--- config.mk ---
export PLATFORM = sky130hd
export DESIGN_NAME = saturating_biquad_filter_core
export DESIGN_NICKNAME = d
export VERILOG_FILES = /design/src/hdl/sbq_pkg.sv /design/src/hdl/sbq_datapath.sv /design/src/hdl/sbq_ctrl.sv /design/src/hdl/saturating_biquad_filter_core.sv
export SDC_FILE = /design/constraint.sdc
export NUM_CORES = 2
export LEC_CHECK = 0
export BUFFER_PORTS_ARGS = -buffer_cell sky130_fd_sc_hd__buf_2
export CORE_ASPECT_RATIO = 0.5
export CORE_MARGIN = 10
export CORE_UTILIZATION = 55
export DETAILED_ROUTE_END_ITERATION = 12
export HOLD_SLACK_MARGIN = 0.02
export PLACE_DENSITY_LB_ADDON = 0.05
export SYNTH_ARGS = -nofsm -noshare
export SYNTH_HDL_FRONTEND = slang
export SYNTH_HIERARCHICAL = 1
export SYNTH_SLANG_ARGS = --single-unit
--- constraint.sdc ---
create_clock -name clk -period 10.71 [get_ports clk]
set_clock_uncertainty 0.05 [all_clocks]
set_input_delay 1.6065 -clock clk [delete_from_list [all_inputs] [get_ports clk]]
set_output_delay 1.6065 -clock clk [all_outputs]
set_load 0.02 [all_outputs]
--- src/hdl/sbq_pkg.sv ---
// shared types and constants of the saturating biquad filter
`default_nettype none
package sbq_pkg;

	localparam int COEF_FRAC_BITS_DEF = 14;
	localparam int SAMPLE_W = 32;
	localparam int COEF_W = 18;
	localparam int X_W = 17;
	localparam int IDX_W = 3;

	// register indexes, also used as coefficient selects
	localparam logic [IDX_W-1:0] REG_B0 = 3'd0;
	localparam logic [IDX_W-1:0] REG_B1 = 3'd1;
	localparam logic [IDX_W-1:0] REG_B2 = 3'd2;
	localparam logic [IDX_W-1:0] REG_A1 = 3'd3;
	localparam logic [IDX_W-1:0] REG_A2 = 3'd4;

	localparam logic signed [COEF_W-1:0] B0_RESET = 18'sd16384;

	localparam logic signed [SAMPLE_W-1:0] X_POS = 32'sd32768;
	localparam logic signed [SAMPLE_W-1:0] X_NEG = -32'sd32768;

	// accumulator operations
	localparam int COMB_W = 3;
	localparam logic [COMB_W-1:0] COMB_NONE  = 3'd0;
	localparam logic [COMB_W-1:0] COMB_Y     = 3'd1;
	localparam logic [COMB_W-1:0] COMB_T     = 3'd2;
	localparam logic [COMB_W-1:0] COMB_U     = 3'd3;
	localparam logic [COMB_W-1:0] COMB_TSUB  = 3'd4;
	localparam logic [COMB_W-1:0] COMB_FINAL = 3'd5;

	typedef struct packed {
		logic              load_x;
		logic [IDX_W-1:0]  coef_sel;
		logic              opnd_y;
		logic [COMB_W-1:0] comb;
		logic              load_out;
	} sbq_cmd_t;

endpackage
`default_nettype wire

--- src/hdl/sbq_datapath.sv ---
// datapath: gain registers, shared multiplier, scaler and saturating accumulators
`default_nettype none
module sbq_datapath
	import sbq_pkg::*;
#(
	parameter int COEF_FRAC_BITS = COEF_FRAC_BITS_DEF
) (
	input  wire logic                clk,
	input  wire logic                arst_n,
	input  wire sbq_cmd_t            cmd,
	input  wire logic [SAMPLE_W-1:0] s_data,
	input  wire logic                cfg_wr_en,
	input  wire logic [IDX_W-1:0]    cfg_index,
	input  wire logic [COEF_W-1:0]   cfg_data,
	output logic [SAMPLE_W-1:0]      m_data
);

	localparam int PROD_W = COEF_W + SAMPLE_W;
	localparam int RND_W = PROD_W + 1;
	localparam logic signed [RND_W-1:0] RND_HALF =
		{{(RND_W-1){1'b0}}, 1'b1} << (COEF_FRAC_BITS - 1);
	localparam logic signed [SAMPLE_W-1:0] S_MAX = {1'b0, {(SAMPLE_W-1){1'b1}}};
	localparam logic signed [SAMPLE_W-1:0] S_MIN = {1'b1, {(SAMPLE_W-1){1'b0}}};

	function automatic logic signed [SAMPLE_W-1:0] sat_add(
		input logic signed [SAMPLE_W:0] v
	);
		if (v[SAMPLE_W] != v[SAMPLE_W-1]) begin
			return v[SAMPLE_W] ? S_MIN : S_MAX;
		end
		return v[SAMPLE_W-1:0];
	endfunction

	logic signed [COEF_W-1:0]   b0_q, b1_q, b2_q, a1_q, a2_q;
	logic signed [X_W-1:0]      x_q;
	logic signed [X_W-1:0]      x_clamp;
	logic signed [SAMPLE_W-1:0] s_sample;
	logic signed [COEF_W-1:0]   coef;
	logic signed [SAMPLE_W-1:0] opnd;
	logic signed [PROD_W-1:0]   prod_s1;
	logic signed [RND_W-1:0]    rnd_sum;
	logic signed [RND_W-1:0]    shifted;
	logic signed [SAMPLE_W-1:0] scaled;
	logic signed [SAMPLE_W-1:0] gain_s2;
	logic signed [SAMPLE_W-1:0] y_q, t_q, u_q, d1_q, d2_q;
	logic [SAMPLE_W-1:0]        out_q;

	assign s_sample = s_data;

	always_comb begin
		if (s_sample > X_POS) begin
			x_clamp = X_POS[X_W-1:0];
		end else if (s_sample < X_NEG) begin
			x_clamp = X_NEG[X_W-1:0];
		end else begin
			x_clamp = s_sample[X_W-1:0];
		end
	end

	always_comb begin
		case (cmd.coef_sel)
			REG_B0: coef = b0_q;
			REG_B1: coef = b1_q;
			REG_B2: coef = b2_q;
			REG_A1: coef = a1_q;
			REG_A2: coef = a2_q;
			default: coef = b0_q;
		endcase
	end

	assign opnd = cmd.opnd_y ? y_q : {{(SAMPLE_W-X_W){x_q[X_W-1]}}, x_q};

	// round half up, floor shift, then clamp to 32 bits
	assign rnd_sum = {prod_s1[PROD_W-1], prod_s1} + RND_HALF;
	assign shifted = rnd_sum >>> COEF_FRAC_BITS;
	always_comb begin
		if (&shifted[RND_W-1:SAMPLE_W-1] || ~|shifted[RND_W-1:SAMPLE_W-1]) begin
			scaled = shifted[SAMPLE_W-1:0];
		end else begin
			scaled = shifted[RND_W-1] ? S_MIN : S_MAX;
		end
	end

	always_ff @(posedge clk or negedge arst_n) begin
		if (!arst_n) begin
			b0_q <= B0_RESET;
			b1_q <= '0;
			b2_q <= '0;
			a1_q <= '0;
			a2_q <= '0;
		end else if (cfg_wr_en) begin
			case (cfg_index)
				REG_B0: b0_q <= cfg_data;
				REG_B1: b1_q <= cfg_data;
				REG_B2: b2_q <= cfg_data;
				REG_A1: a1_q <= cfg_data;
				REG_A2: a2_q <= cfg_data;
				default: ;
			endcase
		end
	end

	always_ff @(posedge clk) begin
		if (cmd.load_x) begin
			x_q <= x_clamp;
		end
		prod_s1 <= coef * opnd;
		gain_s2 <= scaled;
		case (cmd.comb)
			COMB_Y:    y_q <= sat_add({gain_s2[SAMPLE_W-1], gain_s2} + {d1_q[SAMPLE_W-1], d1_q});
			COMB_T:    t_q <= gain_s2;
			COMB_U:    u_q <= gain_s2;
			COMB_TSUB: t_q <= sat_add({t_q[SAMPLE_W-1], t_q} - {gain_s2[SAMPLE_W-1], gain_s2});
			default: ;
		endcase
		if (cmd.load_out) begin
			out_q <= y_q;
		end
	end

	// delay line update uses the old second delay for the first
	always_ff @(posedge clk or negedge arst_n) begin
		if (!arst_n) begin
			d1_q <= '0;
			d2_q <= '0;
		end else if (cmd.comb == COMB_FINAL) begin
			d1_q <= sat_add({t_q[SAMPLE_W-1], t_q} + {d2_q[SAMPLE_W-1], d2_q});
			d2_q <= sat_add({u_q[SAMPLE_W-1], u_q} - {gain_s2[SAMPLE_W-1], gain_s2});
		end
	end

	assign m_data = out_q;

endmodule
`default_nettype wire

--- src/hdl/sbq_ctrl.sv ---
// controller: sequences the five products and the stream handshakes
`default_nettype none
module sbq_ctrl
	import sbq_pkg::*;
(
	input  wire logic clk,
	input  wire logic arst_n,
	input  wire logic s_tvalid,
	output logic      s_tready,
	output logic      m_tvalid,
	input  wire logic m_tready,
	output sbq_cmd_t  cmd
);

	localparam logic [3:0] ST_IDLE = 4'd0;
	localparam logic [3:0] ST_M0   = 4'd1;
	localparam logic [3:0] ST_M1   = 4'd2;
	localparam logic [3:0] ST_M2   = 4'd3;
	localparam logic [3:0] ST_M3   = 4'd4;
	localparam logic [3:0] ST_M4   = 4'd5;
	localparam logic [3:0] ST_M5   = 4'd6;
	localparam logic [3:0] ST_M6   = 4'd7;
	localparam logic [3:0] ST_OUT  = 4'd8;

	logic [3:0] state_q, state_d;
	logic       m_valid_q;
	logic       out_free;
	logic       accept;

	assign out_free = !m_valid_q || m_tready;
	assign s_tready = (state_q == ST_IDLE) || ((state_q == ST_OUT) && out_free);
	assign accept = s_tvalid && s_tready;
	assign m_tvalid = m_valid_q;

	// products are scaled between prod_s1 and gain_s2, then combined
	always_comb begin
		state_d = state_q;
		cmd.load_x = accept;
		cmd.coef_sel = REG_B0;
		cmd.opnd_y = 1'b0;
		cmd.comb = COMB_NONE;
		cmd.load_out = 1'b0;
		case (state_q)
			ST_IDLE: begin
				if (s_tvalid) state_d = ST_M0;
			end
			ST_M0: begin
				state_d = ST_M1;
			end
			ST_M1: begin
				cmd.coef_sel = REG_B1;
				state_d = ST_M2;
			end
			ST_M2: begin
				cmd.coef_sel = REG_B2;
				cmd.comb = COMB_Y;
				state_d = ST_M3;
			end
			ST_M3: begin
				cmd.coef_sel = REG_A1;
				cmd.opnd_y = 1'b1;
				cmd.comb = COMB_T;
				state_d = ST_M4;
			end
			ST_M4: begin
				cmd.coef_sel = REG_A2;
				cmd.opnd_y = 1'b1;
				cmd.comb = COMB_U;
				state_d = ST_M5;
			end
			ST_M5: begin
				cmd.comb = COMB_TSUB;
				state_d = ST_M6;
			end
			ST_M6: begin
				cmd.comb = COMB_FINAL;
				state_d = ST_OUT;
			end
			ST_OUT: begin
				if (out_free) begin
					cmd.load_out = 1'b1;
					state_d = s_tvalid ? ST_M0 : ST_IDLE;
				end
			end
			default: state_d = ST_IDLE;
		endcase
	end

	always_ff @(posedge clk or negedge arst_n) begin
		if (!arst_n) begin
			state_q <= ST_IDLE;
			m_valid_q <= 1'b0;
		end else begin
			state_q <= state_d;
			if (cmd.load_out) begin
				m_valid_q <= 1'b1;
			end else if (m_tready) begin
				m_valid_q <= 1'b0;
			end
		end
	end

endmodule
`default_nettype wire

--- src/hdl/saturating_biquad_filter_core.sv ---
// top level: biquad section, transposed direct form ii, saturating arithmetic
// a word steps through states M0 to M6; ST_OUT loads its result when the
// output is free and accepts the next word then; one shared 18x32 multiplier
// issues five products through a multiply stage and a round/saturate stage
// the output register holds a result while the next word is taken in
// reset: async; delays cleared, gain_b0 unity, other gains zero, output empty
`default_nettype none
module saturating_biquad_filter_core
	import sbq_pkg::*;
#(
	parameter int COEF_FRAC_BITS = COEF_FRAC_BITS_DEF
) (
	input  wire logic                clk,
	input  wire logic                arst_n,
	input  wire logic                s_tvalid,
	output logic                     s_tready,
	input  wire logic [SAMPLE_W-1:0] s_tdata,   // [31:0] sample_in
	output logic                     m_tvalid,
	input  wire logic                m_tready,
	output logic [SAMPLE_W-1:0]      m_tdata,   // [31:0] sample_out
	input  wire logic                cfg_wr_en,
	input  wire logic [IDX_W-1:0]    cfg_index,
	input  wire logic [COEF_W-1:0]   cfg_data
);

	sbq_cmd_t cmd;

	sbq_ctrl u_ctrl (
		.clk      (clk),
		.arst_n   (arst_n),
		.s_tvalid (s_tvalid),
		.s_tready (s_tready),
		.m_tvalid (m_tvalid),
		.m_tready (m_tready),
		.cmd      (cmd)
	);

	sbq_datapath #(
		.COEF_FRAC_BITS (COEF_FRAC_BITS)
	) u_datapath (
		.clk       (clk),
		.arst_n    (arst_n),
		.cmd       (cmd),
		.s_data    (s_tdata),
		.cfg_wr_en (cfg_wr_en),
		.cfg_index (cfg_index),
		.cfg_data  (cfg_data),
		.m_data    (m_tdata)
	);

endmodule
`default_nettype wire

# Yosys cells after proc, flatten, opt, wreduce, memory -nomap -nowiden
# Cells that the tools add are included.
# op_classes
add_sub_neg	5
multipliers	1
div	0
magnitude_cmp	2
n_eq_ne	27
n_shift	0
n_mux	37
bitwise_logic	0
reduce_logical	21
# ops
operator	n
$mux 32	15
$pmux 18 s4	1
$add 32x32->33	2
$sub 32x32->33	2
$pmux 32 s2	1
$add 50x15->51 const B	1
$mul 18x32->50	1
$pmux 4 s9	1
$gt 32x17->1 const B	1
$lt 32x16->1 const B	1
$eq 3x2->1 const B	6
$mux 17	1
$eq 4x3->1 const B	4
$pmux 3 s5	1
$mux 1	14
$eq 3x3->1 const B	4
$pmux 3 s4	1
$reduce_and 2->1	6
$eq 3x1->1 const B	3
$eq 4x2->1 const B	2
$mux 4	2
$reduce_and 6->1	1
$reduce_or 6->1	1
$eq 4x1->1 const B	1
other kinds (11)	20
# totals
ff_bits	386
latchBits	0
mem_bits_rw	0
rom_bits	0
in_bits	58
mem_count	0

# Depth between registers and ports, before layout
# depth
ltp_word	6
ltp_mapped	35

# Modules after synthesis
# Netlist, hierarchy kept.
# modules_own_cells
module	n_inst	cells_each	area_each_um2	seq_area_each_um2
sbq_datapath	1	4357	40601.4	9590.4
sbq_ctrl	1	41	345.3	125.1

# Worst setup path after synthesis
# OpenSTA, ideal clock, no wires.
# synth_path
kind	reg-to-reg
start	register u_ctrl.state_q[3]
end	register u_datapath.prod_s1[38]
setup_ps	72
arrival_time_ps	8197
t_required_ps	10588
slack_ps	2391
path_stages_with_launch	33
n_path_buf	3
synth_period_minus_slack_ps	8319
path_cell_list	dfrtp_1 -> buf_2 -> nand2b_1 -> nor2_1 -> and2_1 -> inv_1 -> nor3_1 -> clkbuf_1 -> a22oi_1 -> nand4_1 -> clkbuf_1 -> nand2_1 -> fa_1 -> inv_1 -> fa_1 -> fa_1 -> inv_1 -> fa_1 -> inv_1 -> fa_1 -> inv_1 -> fa_1 -> inv_1 -> ha_1 -> and4_1 -> a221o_1 -> nor3_1 -> nor2_1 -> o211ai_1 -> nand2_1 -> a221o_1 -> a31oi_1 -> xnor2_1
# synth_rtl
element	line	text
from (decl)	sbq_ctrl.sv:25	logic [3:0] state_q, state_d;
from (signal assigned)	sbq_ctrl.sv:94	state_q <= state_d;
to (signal assigned)	sbq_datapath.sv:107	prod_s1 <= coef * opnd;
to (decl)	sbq_datapath.sv:40	logic signed [PROD_W-1:0] prod_s1;

==> summary.txt <==
Global routing
  – All-Layer GR Usage: 27.67%
  – Remaining Overflow, GRT: 0
  – First-pass GRT wire length: 184.3 mm
  – Pin count of the biggest net entering global routing: 96
  – Antenna violations before repair: 2
  – Vias in the first global route: 31603

Min path
  – Worst hold start: u_datapath/d1_q[20]
  – Hold Path Class: flip-flop to flip-flop

Clock network
  – CTS clk-pin slew, worst paths: 0.08 ns
  – Cts hold-fix bufs: 0
  – Inserted Clock Buffers: 37
  – CTS resizes: 0
  – Setup Fix Bufs, Post-CTS: 0
  – Worst-Skew Late Latency: 0.59 ns
  – CTS sink cnt: 373
  – CTS tree: done
  – CTS H-Tree Depth: 2
  – Clock buffer depth: 3
  – Root Driver: clkbuf_16

Placed design
  – RePlAce Congestion: 0.9688
  – Placed cell count: 5348
  – Port bufs: 91
  – Hpwl dp: 94.55 mm

Yosys
  – Most common cell in the synthesized netlist: inv_1
  – Top cell type's share of synthesized area: 27.18%
  – Mapped cell area: 40950 um^2
  – Synthesis warning total: 6
  – Yosys reg bits: 373
  – Synth cell count leaders: 699 x inv_1, 619 x nand2_1, 556 x fa_1
  – Cells after Synth: 4398
  – Most used DFF post-synth: dfrtp_1
  – Post-synth ARST share: 42.63%
  – Post-synth EDFFs: 145
  – Register area share after synthesis: 23.73%
  – Syn nets: 5257
  – Average cell area after synthesis: 9.310 um^2
  – Post-synthesis cell type count: 104
  – Dominant cells by area after synthesis: fa_1 27%, edfxtp_1 11%, dfrtp_1 9.7%, ha_1 7.5%, inv_1 6.4%
  – Synth area leader: fa_1

Setup path
  – Critical path buffers and inverters: 7
  – Critical R2R Launch: u_ctrl/state_q[3]
  – Worst path slowest cell: a21oi_1
  – Worst path depth: 30
  – CP Data Required Time: 11.11 ns
  – Critical Path End Type: flip-flop
  – Critical R2R Capture: u_datapath/prod_s1[49]
  – WS Path Type: flip-flop to flip-flop
  – Crit-path max FO: 19
  – Worst setup path end: u_datapath/prod_s1[49]
  – Worst setup SP type: flip-flop
  – Beginning of the critical path: u_ctrl/state_q[3]
  – FF-to-FF setup slack: 1.25 ns
  – CP arrival: 9.86 ns
  – FF-to-FF path depth: 30
  – Worst path max stage delay: 0.80 ns
  – Crit path max-delay family: adder cells

Die
  – DIE AREA: 86420 um^2
  – Die Height: 212.9 um
  – Die width: 405.9 um
  – Total core area: 73400 um^2
  – Initial Util: 55.79%
  – I/O pins: 92
  – Standard-cell rows: 70

Timing
  – Finish-stage setup viols: 0
  – Minimum clock period: 9.461 ns
  – Max Fclk: 0.1057 GHz
  – Fin crit share: 88.34%
  – Max_slew headroom: 16.01%
  – RSZ-0062 raised after global routing: false
  – WHS: 0.4433 ns
  – Max Slew Vio Count: 0
  – Final Hold Vio Count: 0
  – Setup TNS: 0 ns
  – Slew @ Worst Pin: 1.225 ns

Routing
  – Drt total wl: 118.2 mm
  – Routed Antenna Nets: 0
  – Drt wl/cell: 21.82 um
  – DRT Pass-1 Iters: 7
  – Starting DRT DRC Count: 2680
  – Post-DR vias/cell: 5.751
  – DRC viols: 0
  – Via count: 31147

Final layout
  – Share of layout cells above drive strength 1: 9.093%
  – Final net count: 5274
  – Final non-filler cell total: 5416
  – Util after Layout: 59.43%
  – # fillers: 6479
  – Layout Area Growth over Synthesis: 6.521%

Job
  – MaxCap Viol Count: 0

Run status
  – Outcome: complete, no violations
[cells by family (layout without fill, tap and decap cells)]
kind of cell	Yosys count	after routing	share of synthesized area (%)
mux	123	123	3.331
buf+inv	868	913	8.266
fa+ha+maj	828	828	35.35
simple gates	1304	1304	14.18
other cells	0	1	0
xor+xnor	179	179	3.865
compound gates	723	723	11.28
flops	373	373	23.73
[registers in the layout, indices dropped and copies added, names as in the netlist]
signal	cells
u_datapath/t_q	32
u_datapath/d2_q	32
u_ctrl/state_q	4
u_datapath/gain_s2	32
u_datapath/prod_s1	37
u_datapath/y_q	32
u_datapath/x_q	17
u_ctrl/m_tvalid	1
u_datapath/b1_q	18
u_datapath/u_q	32
u_datapath/d1_q	32
u_datapath/a1_q	18
u_datapath/b2_q	18
u_datapath/m_data	32
u_datapath/a2_q	18
u_datapath/b0_q	18
[layout by cell type, fill, tap and decap left out, types with 20 or more instances in the layout]
cell and n:
inv_1 699, nand2_1 618, fa_1 556, nor2_1 367, ha_1 245, a21oi_1 190, o21ai_0 181, dfrtp_1 158
edfxtp_1 145, xnor2_1 108, mux2_2 96, buf_2 90, a21o_1 79, xor2_1 69, dfxtp_1 69, buf_4 56
nand4_1 43, clkbuf_16 39, nand3_1 36, a21oi_2 31, nor3_1 30, o21ai_1 27, a31oi_1 27, nor2b_1 26
and3_1 26, and2_1 25, o21a_1 25, nand2b_1 24, a22oi_1 21, and4_1 20, maj3_1 20
[through the flow]
| step | instance area (um^2) | worst slack, ns |
|---|---|---|
| floorplan | 40950 | 2.391 |
| global placement | 42370 | 1.600 |
| detailed placement | 42370 | 1.343 |
| CTS | 43610 | 1.328 |
| global route | 43610 | 0.9070 |
| finish | 43620 | 1.249 |
[worst register-to-register path, delay by kind of cell, from the launching register on]
| kind | cells | cell delay, ns |
|---|---|---|
| buf+inv | 7 | 0.71 |
| simple gates | 10 | 2.89 |
| flops | 1 | 0.50 |
| compound gates | 5 | 1.62 |
| fa+ha+maj | 7 | 3.45 |
| xor+xnor | 1 | 0.13 |
[how the worst min path moves through the flow]
stage / slack, ns / to / depth (start not counted)
global placement: 0.43 / u_datapath/d1_q[20] / 2
CTS: 0.45 / u_datapath/d1_q[20] / 2
floorplan: 0.39 / u_datapath/m_data[0] / 0
finish: 0.44 / u_datapath/d1_q[20] / 2
global route: 0.47 / u_datapath/d1_q[3] / 2
detailed placement: 0.42 / u_datapath/d1_q[10] / 2
[area by class of cell]
class                   count  area [um^2]  area share, %
inverters                 699         2624          6.016
repair buffers            147        882.1          2.022
clock inverters            13        157.7         0.3614
multi-input cells        3157        27940          64.05
well taps                 972         1216          2.788
flip-flops and latches    373         9716          22.27
diodes                      1        2.502       0.005737
clock buffers              54         1082          2.481
[routing by layer]
| metal | GRT usage, % | share of wire, % |
|---|---|---|
| met1 | 39.96 | 45 |
| met2 | 41.51 | 42 |
| met3 | 7.549 | 10 |
| met4 | 5.738 | 2.1 |
| met5 | 0 | 0 |
Power is not shown: default switching activity piles up to over one toggle a cycle in this logic, so the estimate is an artifact.
